==> src/sv/keyword_token_lexer_top_macros.svh <==
// assertion macros shared by the keyword token lexer modules
// expects signals clk and arst_n in the including module
`ifndef KEYWORD_TOKEN_LEXER_TOP_MACROS_SVH
`define KEYWORD_TOKEN_LEXER_TOP_MACROS_SVH

// condition implies consequence in the same cycle
`define KWL_ASSERT_IMPL(label, ante, cons, msg) \
	label: assert property (@(posedge clk) disable iff (!arst_n) (ante) |-> (cons)) \
		else $error(msg);

// condition must never hold
`define KWL_ASSERT_NEVER(label, cond, msg) \
	label: assert property (@(posedge clk) disable iff (!arst_n) !(cond)) \
		else $error(msg);

`endif

==> src/sv/kwl_pkg.sv <==
// shared types and constants of the keyword token lexer
// no dependencies
package kwl_pkg;

	// longest buffered identifier prefix
	localparam int KEYWORD_MAX = 6;
	localparam int WLEN_W = $clog2(KEYWORD_MAX + 2);
	localparam int WIDX_W = $clog2(KEYWORD_MAX);
	localparam logic [15:0] POS_MAX = 16'hFFFF;

	// result queue
	localparam int FIFO_DEPTH = 4;
	localparam int PTR_W = $clog2(FIFO_DEPTH);
	localparam int CNT_W = $clog2(FIFO_DEPTH + 1);

	typedef enum logic [1:0] {
		MODE_GAP  = 2'd0,
		MODE_NUM  = 2'd1,
		MODE_WORD = 2'd2
	} scan_mode_t;

	typedef enum logic [4:0] {
		KIND_EOF    = 5'd0,
		KIND_PLUS   = 5'd1,
		KIND_MINUS  = 5'd2,
		KIND_STAR   = 5'd3,
		KIND_SLASH  = 5'd4,
		KIND_EQUAL  = 5'd5,
		KIND_SEMI   = 5'd6,
		KIND_LPAREN = 5'd7,
		KIND_RPAREN = 5'd8,
		KIND_LBRACE = 5'd9,
		KIND_RBRACE = 5'd10,
		KIND_INT    = 5'd11,
		KIND_LET    = 5'd12,
		KIND_VAR    = 5'd13,
		KIND_IF     = 5'd14,
		KIND_WHILE  = 5'd15,
		KIND_RETURN = 5'd16,
		KIND_IDENT  = 5'd17
	} token_kind_t;

	typedef struct packed {
		token_kind_t kind;
		logic        bad_char;
		logic [15:0] error_line;
		logic [15:0] error_col;
		logic        last_of_run;
	} result_t;

	// results caused by one accepted byte, slot 0 first
	typedef struct packed {
		logic [1:0]        count;
		result_t [1:0]     slot;
	} scan_out_t;

endpackage

==> src/sv/kwl_scan.sv <==
// scanner state and per-byte token decision
// depends on kwl_pkg and keyword_token_lexer_top_macros.svh
`include "keyword_token_lexer_top_macros.svh"

module kwl_scan (
	input  logic              clk,
	input  logic              arst_n,
	input  logic              accept,
	input  logic [7:0]        ch,
	output kwl_pkg::scan_out_t res
);
	import kwl_pkg::*;

	localparam logic [WLEN_W-1:0] WLEN_MAX = WLEN_W'(KEYWORD_MAX);
	localparam logic [WLEN_W-1:0] WLEN_ONE = WLEN_W'(1);

	scan_mode_t                  mode_q, mode_d;
	logic [WLEN_W-1:0]           wlen_q, wlen_d;
	logic [KEYWORD_MAX-1:0][7:0] wbytes_q, wbytes_d;
	logic [15:0]                 line_q, line_d, col_q, col_d;

	logic        is_num, is_letter, is_space, cont, advance, pend, own;
	token_kind_t pend_kind, op;
	result_t     pend_res, own_res;

	// operator byte to kind, eof when not an operator
	function automatic token_kind_t op_kind(input logic [7:0] c);
		unique case (c)
			"+": op_kind = KIND_PLUS;
			"-": op_kind = KIND_MINUS;
			"*": op_kind = KIND_STAR;
			"/": op_kind = KIND_SLASH;
			"=": op_kind = KIND_EQUAL;
			";": op_kind = KIND_SEMI;
			"(": op_kind = KIND_LPAREN;
			")": op_kind = KIND_RPAREN;
			"{": op_kind = KIND_LBRACE;
			"}": op_kind = KIND_RBRACE;
			default: op_kind = KIND_EOF;
		endcase
	endfunction

	// keyword match over the buffered bytes, all compares in parallel
	function automatic token_kind_t word_kind(input logic [WLEN_W-1:0] len,
			input logic [KEYWORD_MAX-1:0][7:0] b);
		priority if (len == WLEN_W'(3) && b[0] == "l" && b[1] == "e" && b[2] == "t")
			word_kind = KIND_LET;
		else if (len == WLEN_W'(3) && b[0] == "v" && b[1] == "a" && b[2] == "r")
			word_kind = KIND_VAR;
		else if (len == WLEN_W'(2) && b[0] == "i" && b[1] == "f")
			word_kind = KIND_IF;
		else if (len == WLEN_W'(5) && b[0] == "w" && b[1] == "h" && b[2] == "i"
				&& b[3] == "l" && b[4] == "e")
			word_kind = KIND_WHILE;
		else if (len == WLEN_W'(6) && b[0] == "r" && b[1] == "e" && b[2] == "t"
				&& b[3] == "u" && b[4] == "r" && b[5] == "n")
			word_kind = KIND_RETURN;
		else
			word_kind = KIND_IDENT;
	endfunction

	// byte classes
	assign is_num    = (ch >= "0") && (ch <= "9");
	assign is_letter = ((ch >= "a") && (ch <= "z")) || ((ch >= "A") && (ch <= "Z"))
		|| (ch == "_");
	assign is_space  = (ch == " ") || ((ch >= 8'd9) && (ch <= 8'd13));
	assign op        = op_kind(ch);

	// next state and results for the byte on the input
	always_comb begin
		mode_d    = mode_q;
		wlen_d    = wlen_q;
		wbytes_d  = wbytes_q;
		line_d    = line_q;
		col_d     = col_q;
		cont      = 1'b0;
		advance   = 1'b0;
		pend      = 1'b0;
		pend_kind = KIND_INT;
		own       = 1'b0;
		own_res   = '0;
		own_res.kind = KIND_EOF;

		// pending number or identifier: extend or close
		unique case (mode_q)
			MODE_NUM: begin
				if (is_num) cont = 1'b1;
				else pend = 1'b1;
			end
			MODE_WORD: begin
				if (is_num || is_letter) begin
					cont = 1'b1;
					if (wlen_q < WLEN_MAX) wbytes_d[wlen_q[WIDX_W-1:0]] = ch;
					if (wlen_q <= WLEN_MAX) wlen_d = wlen_q + WLEN_ONE;
				end else begin
					pend      = 1'b1;
					pend_kind = word_kind(wlen_q, wbytes_q);
				end
			end
			default: ;
		endcase

		if (cont) begin
			advance = 1'b1;
		end else begin
			mode_d = MODE_GAP;
			if (ch == 8'd0) begin
				// end of text: eof and position back to the start
				own    = 1'b1;
				line_d = 16'd1;
				col_d  = 16'd1;
			end else begin
				advance = 1'b1;
				priority if (op != KIND_EOF) begin
					own          = 1'b1;
					own_res.kind = op;
				end else if (is_num) begin
					mode_d = MODE_NUM;
				end else if (is_letter) begin
					mode_d      = MODE_WORD;
					wbytes_d[0] = ch;
					wlen_d      = WLEN_ONE;
				end else if (!is_space) begin
					own                = 1'b1;
					own_res.bad_char   = 1'b1;
					own_res.error_line = line_q;
					own_res.error_col  = col_q;
				end
			end
		end

		// position of the next byte, saturating
		if (advance) begin
			if (ch == 8'h0A) begin
				if (line_q != POS_MAX) line_d = line_q + 16'd1;
				col_d = 16'd1;
			end else if (col_q != POS_MAX) begin
				col_d = col_q + 16'd1;
			end
		end

		pend_res      = '0;
		pend_res.kind = pend_kind;

		// pack results in order, mark the final one
		res.count                = {1'b0, pend} + {1'b0, own};
		res.slot[0]              = pend ? pend_res : own_res;
		res.slot[0].last_of_run  = !(pend && own);
		res.slot[1]              = own_res;
		res.slot[1].last_of_run  = 1'b1;
	end

	// control state
	always_ff @(posedge clk or negedge arst_n) begin
		if (!arst_n) begin
			mode_q <= MODE_GAP;
			wlen_q <= '0;
			line_q <= 16'd1;
			col_q  <= 16'd1;
		end else if (accept) begin
			mode_q <= mode_d;
			wlen_q <= wlen_d;
			line_q <= line_d;
			col_q  <= col_d;
		end
	end

	// identifier byte buffer, no reset
	always_ff @(posedge clk) begin
		if (accept) wbytes_q <= wbytes_d;
	end

	`KWL_ASSERT_IMPL(a_eof_resets_pos, $past(arst_n) && $past(accept) && $past(ch) == 8'd0,
		line_q == 16'd1 && col_q == 16'd1 && mode_q == MODE_GAP,
		"position not reset after end of text")
	`KWL_ASSERT_IMPL(a_two_needs_pending, res.count == 2'd2,
		mode_q != MODE_GAP && res.slot[0].bad_char == 1'b0,
		"second result without a pending token")
	`KWL_ASSERT_NEVER(a_count_range, res.count == 2'd3, "more than two results per byte")
	`KWL_ASSERT_NEVER(a_wlen_range, wlen_q > WLEN_MAX + WLEN_ONE,
		"identifier length past saturation")

endmodule

==> src/sv/kwl_out_fifo.sv <==
// result queue: takes up to two results per cycle, hands out one
// depends on kwl_pkg and keyword_token_lexer_top_macros.svh
`include "keyword_token_lexer_top_macros.svh"

module kwl_out_fifo (
	input  logic               clk,
	input  logic               arst_n,
	input  logic               push,
	input  kwl_pkg::scan_out_t wr,
	output logic               room,
	output logic               rd_valid,
	input  logic               rd_ready,
	output kwl_pkg::result_t   rd_data
);
	import kwl_pkg::*;

	result_t [FIFO_DEPTH-1:0] mem_q;
	logic [PTR_W-1:0]         wr_ptr_q, rd_ptr_q, wr_ptr_nx;
	logic [CNT_W-1:0]         count_q, push_n;
	logic                     pop;

	assign push_n    = push ? CNT_W'(wr.count) : '0;
	assign pop       = rd_valid && rd_ready;
	assign wr_ptr_nx = wr_ptr_q + PTR_W'(1);
	assign room      = count_q <= CNT_W'(FIFO_DEPTH - 2);
	assign rd_valid  = count_q != '0;
	assign rd_data   = mem_q[rd_ptr_q];

	// pointers and fill count
	always_ff @(posedge clk or negedge arst_n) begin
		if (!arst_n) begin
			wr_ptr_q <= '0;
			rd_ptr_q <= '0;
			count_q  <= '0;
		end else begin
			wr_ptr_q <= wr_ptr_q + PTR_W'(push_n);
			if (pop) rd_ptr_q <= rd_ptr_q + PTR_W'(1);
			count_q  <= count_q + push_n - CNT_W'(pop);
		end
	end

	// storage words
	always_ff @(posedge clk) begin
		if (push_n != '0) mem_q[wr_ptr_q] <= wr.slot[0];
		if (push_n == CNT_W'(2)) mem_q[wr_ptr_nx] <= wr.slot[1];
	end

	`KWL_ASSERT_NEVER(a_overfill, count_q > CNT_W'(FIFO_DEPTH), "result queue overfilled")
	`KWL_ASSERT_IMPL(a_push_room, push, room, "byte taken without room for two results")
	`KWL_ASSERT_IMPL(a_count_track, $past(arst_n),
		count_q == $past(count_q) + $past(push_n) - CNT_W'($past(pop)),
		"fill count out of step with pushes and pops")

endmodule

==> src/sv/keyword_token_lexer_top.sv <==
// Keyword token lexer, top level.
// Source bytes enter on the s_ stream, one byte per word; byte 0 ends a text.
// Tokens leave on the m_ stream, one result per word. m_tlast marks the
// final result caused by one input byte; whitespace and bytes that extend a
// number or identifier cause no result, a byte that closes one causes one,
// or two if it is itself an operator, end of text or bad byte. Throughput:
// one byte per cycle while each byte causes at most one result and m_tready
// is high; a byte causing two results adds a word absorbed by the four-word
// result queue. s_tready is high while the queue has room for two words, so
// a stalled receiver backs up into s_tready after the queue fills.
// Reset clears the scan mode and identifier length, sets line and column to
// one and empties the result queue. Keyword compare runs in parallel over
// the six buffered identifier bytes in the same cycle the byte is taken.
// depends on kwl_pkg, kwl_scan, kwl_out_fifo
module keyword_token_lexer_top (
	input  logic        clk,
	input  logic        arst_n,
	input  logic        s_tvalid,
	output logic        s_tready,
	input  logic [7:0]  s_tdata,   // ch[7:0]
	output logic        m_tvalid,
	input  logic        m_tready,
	output logic [39:0] m_tdata,   // token_kind[4:0], error_line[20:5], error_col[36:21]
	output logic        m_tuser,   // bad_char
	output logic        m_tlast    // last_of_run
);
	import kwl_pkg::*;

	logic      accept;
	scan_out_t scan_res;
	result_t   head;

	assign accept = s_tvalid && s_tready;

	// per-byte scanner
	kwl_scan u_scan (
		.clk    (clk),
		.arst_n (arst_n),
		.accept (accept),
		.ch     (s_tdata),
		.res    (scan_res)
	);

	// result queue
	kwl_out_fifo u_fifo (
		.clk      (clk),
		.arst_n   (arst_n),
		.push     (accept),
		.wr       (scan_res),
		.room     (s_tready),
		.rd_valid (m_tvalid),
		.rd_ready (m_tready),
		.rd_data  (head)
	);

	// output word packing
	assign m_tdata = {3'b000, head.error_col, head.error_line, head.kind};
	assign m_tuser = head.bad_char;
	assign m_tlast = head.last_of_run;

endmodule

==> config.mk <==
export PLATFORM = sky130hd
export DESIGN_NAME = keyword_token_lexer_top
export DESIGN_NICKNAME = d
export VERILOG_FILES = /design/src/sv/kwl_pkg.sv /design/src/sv/kwl_scan.sv /design/src/sv/kwl_out_fifo.sv /design/src/sv/keyword_token_lexer_top.sv
export VERILOG_INCLUDE_DIRS = /design/src /design/src/sv
export SDC_FILE = /design/constraint.sdc
export NUM_CORES = 1
export LEC_CHECK = 0
export ABC_AREA = 0
export BUFFER_PORTS_ARGS = -buffer_cell sky130_fd_sc_hd__buf_2
export CORE_ASPECT_RATIO = 0.7
export CORE_MARGIN = 5
export CORE_UTILIZATION = 45
export CTS_BUF_LIST = sky130_fd_sc_hd__clkbuf_8 sky130_fd_sc_hd__clkbuf_16
export CTS_CLUSTER_SIZE = 14
export DETAILED_ROUTE_END_ITERATION = 12
export PLACE_DENSITY_LB_ADDON = 0.3
export SYNTH_ARGS = -nofsm -noshare
export SYNTH_HDL_FRONTEND = slang
export SYNTH_HIERARCHICAL = 1
export SYNTH_SLANG_ARGS = --single-unit
==> constraint.sdc <==
create_clock -name clk -period 5.9 [get_ports clk]
set_input_delay 0.59 -clock clk [delete_from_list [all_inputs] [get_ports clk]]
set_output_delay 0.59 -clock clk [all_outputs]
set_load 0.01 [all_outputs]
==> flow_metrics.tcl, run 1 <==
set metrics [dict create \
    cts_resized 0 \
    grt_max_degree 91 \
    combinationalPowerShare_pct 38.7 \
    dp_hpwl_um 24100 \
    hold_viol_final 0 \
    syn-cell-area_um2 13900 \
    ys_types 86 \
    die_h_um 157 \
    diodes 0 \
    cts_made_buffers 26 \
    synth_edf_count 48 \
    tightest_slew_ns 1.21 \
    grt_use_met3_pct 5.71 \
    ys_top_cells_by_area "dfxtp_1, edfxtp_1, dfrtp_1, mux4_2, a2bb2oi_1" \
    use_met2_pct 33.4 \
    hold_buffers 0 \
    startpoint "s_tdata[4]" \
    crit_arrival_ns 4.82 \
    p_sw_w 0.00269 \
    synth_top_cells_by_count "dfxtp_1, o21ai_0, nand2_1" \
    antenna_found_initial 1 \
    final_util_pct 49.4 \
    ctsLongestPathBuffers 3 \
    rrSetupSlack_ns 2.18 \
    core_um2 30300 \
    place_congestion 0.890 \
    cts.sinks 248 \
    grt_pass1_wl_um 65100 \
    area_growth_pct 7.51 \
    synth_top_area_share_pct 22.4 \
    worstSetupEndpointType "flop" \
    synth_warnings 6 \
    ff2ff_path_depth 10 \
    synth_ff_type "dfxtp_1" \
    finalSetupViolCount 0 \
    max_stage_delay_ns 1.00 \
    path_max_fanout 39 \
    critPathTopFamily "simple AND/OR/NAND/NOR gates" \
    drtAntennaViolNets 0 \
    fin_tns_setup_ns 0 \
    max_freq_mhz 230 \
    crit_slowest_cell "nand2b_2" \
    gr-total-overflow 0 \
    fin_crit_sh_pct 73.8 \
    io_pins 56 \
    dieArea_um2 34600 \
    use_met1_pct 34.5 \
    routed_wl_um 40800 \
    route.detailed.drc 0 \
    dr.pass1.iters 5 \
    fill_cells 2810 \
    start_util_pct 46.0 \
    layout-drive-gt1-share_pct 13.9 \
    crit_chain "buf_2 > nor4bb_1 > nand2_1 > o21ai_1 > nor2_1 > or2_2 > ha_1 > nand3b_4 > nand2b_2 > a2bb2oi_1" \
    seqPwrFrac_pct 37.1 \
    vdd_drop_max_uv 449 \
    syn_area_per_cell_um2 9.46 \
    rr_startpoint "u_scan/mode_q[0]" \
    grt_setup_unrepaired "no" \
    maxCapViolCount 0 \
    rows 53 \
    syn_inst 1474 \
    cp-endpoint "u_fifo/mem_q[51]" \
    drt-initial-drc-count 1406 \
    switching_share_pct 40.5 \
    power_density_nw_per_um2 444 \
    clock_latency_ns 0.55 \
    grt_pass1_vias 11600 \
    hold_path_class "in -> async" \
    h-tree-depth 1 \
    r2r-end "u_fifo/mem_q[51]" \
    maxSlewHeadroom_pct 19.3 \
    slew_viol_final 0 \
    criticalPathCategory "in -> reg" \
    skew_ns 0.0172 \
    p_int_w 0.00396 \
    clockRootBuffer "clkbuf_16" \
    whs_ns 0.149 \
    tritoncts "yes" \
    finalCriticalPeriod_ns 4.36 \
    grtUsageTotal_pct 23.1 \
    leakagePower_nw 5.52 \
    post_cts_buffers 0 \
    die_w_um 220 \
    ys_seq_elements 248 \
    async_reset_ff_share_pct 17.7 \
    vias 12100 \
    crit_required_ns 6.36 \
    port_buffers 52 \
    busiest_layer "met1" \
    synth_top_area_cell "dfxtp_1" \
    finalPower_w 0.00665 \
    cp.depth 10 \
    clkTransAtPathRegs_ns 0.06 \
    nets 1451 \
    yosysSeqAreaShare_pct 40.7 \
    clkPwrFrac_pct 24.3 \
    outcome "finished clean" \
    critPathBufInv 1 \
    routed_via_density 6.54 \
    critPathLaunchType "input pin" \
    wl_per_cell_um 22.0 \
    yosysMostFrequentCell "dfxtp_1" \
]
==> cell usage in the layout (no fill, tap or decap), types with 42 or more instances in the layout <==
cell type  Yosys  final
and2_1        43     42
nand2_1      110    110
nor3_1        88     88
or3_1         43     43
and3_1        43     43
buf_2         44     52
a31oi_1       90     90
edfxtp_1      48     48
a2bb2oi_1     79     79
o21ai_0      123    123
dfxtp_1      156    156
inv_1         58     69
==> power by group through the flow <==
stage               clock network (W)  registers, W  logic (W)
CTS                           0.00164       0.00246    0.00254
global route                  0.00171       0.00252    0.00278
floorplan                           0       0.00234    0.00194
global placement                    0       0.00248    0.00249
finish                        0.00162       0.00246    0.00257
detailed placement                  0       0.00249    0.00254
==> per-stage QoR <==
stage	instances	area [µm²]	worst slack, ns
after floorplan	1476	13900	2.10
after global placement	1809	14200	1.37
after detailed placement	1809	14200	1.08
after CTS	1857	15000	1.66
after global routing	1857	15000	1.34
final	1857	15000	1.54
==> logic make-up after synthesis <==
| family | count (synthesis) | share of synthesized area (%) |
|---|---|---|
| AND/OR/NAND/NOR | 471 | 18.5 |
| AO/OA/AOI/OAI | 454 | 23.6 |
| flip-flops | 248 | 40.7 |
| buffers and inverters | 216 | 7.56 |
| multiplexers | 46 | 6.87 |
| XOR/XNOR | 22 | 1.38 |
| adder cells (fa/ha/maj) | 14 | 1.31 |
| other | 3 | 0.0808 |
==> sequential cells by signal (all words and copies together) (netlist names) <==
| signal | cells |
|---|---|
| u_fifo/count_q | 3 |
| u_fifo/mem_q | 156 |
| u_fifo/rd_ptr_q | 2 |
| u_fifo/wr_ptr_q | 2 |
| u_scan/col_q | 16 |
| u_scan/line_q | 16 |
| u_scan/mode_q | 2 |
| u_scan/wbytes_q | 48 |
| u_scan/wlen_q | 3 |
==> worst min path at each step <==
| stage | from | end | cells past startpoint |
|---|---|---|---|
| floorplan | arst_n | u_fifo/count_q[0] | 0 |
| detailed placement | u_fifo/mem_q[33] | u_fifo/mem_q[33] | 2 |
| finish | arst_n | u_scan/line_q[4] | 2 |
| CTS | arst_n | u_scan/line_q[4] | 2 |
| global placement | u_fifo/mem_q[56] | u_fifo/mem_q[56] | 2 |
| global route | arst_n | u_scan/line_q[4] | 2 |
==> cell type report <==
class                           instances  area (µm²)  area share [%]
Multi-Input combinational cell       1012        7270            48.5
Sequential cell                       248        5670            37.9
Timing Repair Buffer                   79         488            3.26
Inverter                               58         218            1.45
Clock inverter                         18         105           0.701
Tap cell                              412         515            3.44
Clock buffer                           30         717            4.78
==> routing by layer <==
layer / up-vias / wire (µm) / share of wire [%]
li1: 5511 / - / -
met1: 5935 / 18500 / 45
met2: 615 / 17100 / 42
met3: 83 / 4140 / 10
met4: 2 / 1080 / 2.6
met5: - / 13 / 0.032
Power figures use the tool's default switching activity.
==> inputs of run 2 (changes only) <==
--- a/config.mk
+++ b/config.mk
@@ -6,7 +6,7 @@
 export SDC_FILE = /design/constraint.sdc
 export NUM_CORES = 1
 export LEC_CHECK = 0
-export ABC_AREA = 0
+export ABC_AREA = 1
 export BUFFER_PORTS_ARGS = -buffer_cell sky130_fd_sc_hd__buf_2
 export CORE_ASPECT_RATIO = 0.7
 export CORE_MARGIN = 5
==> constraint.sdc (replaced) <==
create_clock -name clk -period 3.54 [get_ports clk]
set_input_delay 0.354 -clock clk [delete_from_list [all_inputs] [get_ports clk]]
set_output_delay 0.354 -clock clk [all_outputs]
set_load 0.01 [all_outputs]
==> flow_metrics.tcl, run 2 <==
set metrics [dict create \
    outcome "complete, but fails checks" \
    violations "negative hold slack" \
    area_growth_pct 10.4 \
    cts.sinks 248 \
    synth_top_area_cell "dfxtp_1" \
    synth_warnings 6 \
    leakagePower_nw 8.39 \
    dr.pass1.iters 5 \
    drtAntennaViolNets 0 \
    place_congestion 0.901 \
    grt_pass1_vias 13900 \
    dp_hpwl_um 28100 \
    max_stage_delay_ns 0.40 \
    top_regs "u_fifo/mem_q: 156 flops, u_scan/wbytes_q: 48 flops" \
    final_area_um2 16300 \
    crit_slowest_cell "dfrtp_1" \
    fin_crit_sh_pct 81.4 \
    worstSetupEndpointType "flop" \
    syn-cell-area_um2 14700 \
    grt_pass1_wl_um 73300 \
    critPathLaunchType "flop" \
    synth_top_cells_by_count "nand2_1, nand3_1, inv_1" \
    top_register "u_fifo/mem_q" \
    routed_wl_um 45400 \
    power_density_nw_per_um2 826 \
    final_util_pct 50.3 \
    rows 55 \
    start_util_pct 45.6 \
    ys_seq_elements 248 \
    cts_resized 0 \
    ys_types 40 \
    ys_top_cells_by_area "dfxtp_1, nand2_1, nand3_1, edfxtp_1, inv_1" \
    async_reset_ff_share_pct 17.7 \
    finalCriticalPeriod_ns 2.88 \
    max_freq_mhz 347 \
    finalSetupViolCount 0 \
    whs_ns -0.0159 \
    yosysSeqAreaShare_pct 38.5 \
    cp.depth 13 \
    r2r-end "u_fifo/count_q[2]" \
    slew_viol_final 0 \
    ctsLongestPathBuffers 3 \
    maxCapViolCount 0 \
    fill_cells 3173 \
    multi_input_area_um2 7180 \
    hold_viol_final 17 \
    grtUsageTotal_pct 24.6 \
    clkTransAtPathRegs_ns 0.06 \
    wl_per_cell_um 16.9 \
    gr-total-overflow 0 \
    synth_ff_type "dfxtp_1" \
    path_max_fanout 7 \
    grt_max_degree 80 \
    skew_ns 0.0128 \
    clockRootBuffer "clkbuf_16" \
    nets 2275 \
    synth_top_area_share_pct 21.2 \
    io_pins 56 \
    dieArea_um2 36500 \
    core_um2 32300 \
    ff2ff_path_depth 13 \
    rrSetupSlack_ns 0.66 \
    drt-initial-drc-count 1528 \
    largest_reg_flops 156 \
    crit_chain "inv_1 > ha_1 > nand4_1 > nand2_2 > ha_1 > nand2_1 > ha_1 > inv_1 > ha_1 > inv_1 > fa_1 > xnor2_1 > xor2_1" \
    layout-drive-gt1-share_pct 8.07 \
    mostFrequentLayoutCell "nand2_1" \
    crit_required_ns 4.00 \
    dpl_cell_area_um2 15300 \
    vdd_drop_max_uv 507 \
    critPathBufInv 3 \
    h-tree-depth 1 \
    critPathTopFamily "adder cells" \
    criticalPathCategory "reg -> reg" \
    synth_edf_count 48 \
    crit_arrival_ns 3.34 \
    tightest_slew_ns 1.04 \
    port_buffers 52 \
    seqCellArea_um2 5670 \
    cts_made_buffers 26 \
    most-common-layout-cells "nand2_1, nand3_1, inv_1" \
    finalPower_w 0.0134 \
    syn_area_per_cell_um2 6.52 \
    tritoncts "yes" \
    grt_setup_unrepaired "no" \
    route.detailed.drc 0 \
    maxSlewHeadroom_pct 31.0 \
    rr_startpoint "u_scan/mode_q[0]" \
    vias 14600 \
    die_w_um 226 \
    syn_inst 2261 \
    hold_buffers 0 \
    clock_latency_ns 0.55 \
    diodes 0 \
    cp_common_cell "ha_1" \
    hold_path_class "in -> async" \
    routed_via_density 5.42 \
    yosysMostFrequentCell "nand2_1" \
    fin_tns_setup_ns 0 \
    die_h_um 161 \
    antenna_found_initial 1 \
    post_cts_buffers 0 \
]
-- run 2: changes by cell type in the layout (fill, tap and decap cells not counted), sizes merged, moves of 45 or more --
| cell | change |
|---|---|
| a31oi | -90 |
| or3 | -45 |
| nor3 | -68 |
| inv | +268 |
| nand3 | +400 |
| nand2 | +597 |
| a21oi | +75 |
| a2bb2oi | -79 |
| nor2 | +76 |
-- run 2: cell type report --
| class | count | area share, % |
|---|---|---|
| multi-input combinational | 1546 | 44.2 |
| sequential | 248 | 34.9 |
| inverter | 336 | 7.75 |
| clock buffer | 31 | 4.56 |
| timing repair buffer | 91 | 3.94 |
| tap | 427 | 3.28 |
| clock inverter | 17 | 1.44 |
-- run 2: worst max path at each step --
stage / start / to / slack (ns)
detailed placement: s_tdata[6] / u_fifo/count_q[2] / 0.27
global route: u_scan/mode_q[0] / u_fifo/count_q[2] / 0.40
finish: u_scan/mode_q[0] / u_fifo/count_q[2] / 0.66
floorplan: s_tdata[7] / u_fifo/count_q[2] / 0.56
CTS: u_scan/mode_q[0] / u_fifo/count_q[2] / 0.64
global placement: s_tdata[1] / u_fifo/count_q[2] / 0.40
-- run 2: logic make-up (layout without fill, tap and decap cells) --
logic type      Yosys count  count (layout)  share of synthesized area, %
simple gates           1288            1288                          38.4
buf+inv                 469             475                          13.0
flops                   248             248                          38.5
compound gates          215             215                          7.41
xor+xnor                 24              24                          1.43
fa+ha+maj                14              14                          1.24
other cells               3               5                        0.0764
-- run 2: where the power goes --
part	leakage, nW	switching, W	internal (W)	total (W)
Combinational	5.58	0.00391	0.00187	0.00579
Sequential	2.32	0.000531	0.00400	0.00453
Clock	0.485	0.00119	0.00192	0.00311
-- run 2: stage by stage --
step	worst slack [ns]	hold slack (ns)	cells
6_report	0.660	-0.0159	2696
5_1_grt	0.402	0.0732	2696
4_1_cts	0.644	0.0123	2696
3_5_place_dp	0.268	0.501	2648
3_3_place_gp	0.396	0.492	2648
2_1_floorplan	0.557	0.0584	2263
-- run 2: routing by layer --
metal,track usage (%),wire [µm]
met5,0,13
met4,8.14,1350
met3,4.34,4450
met2,38.2,19800
met1,35.0,19800
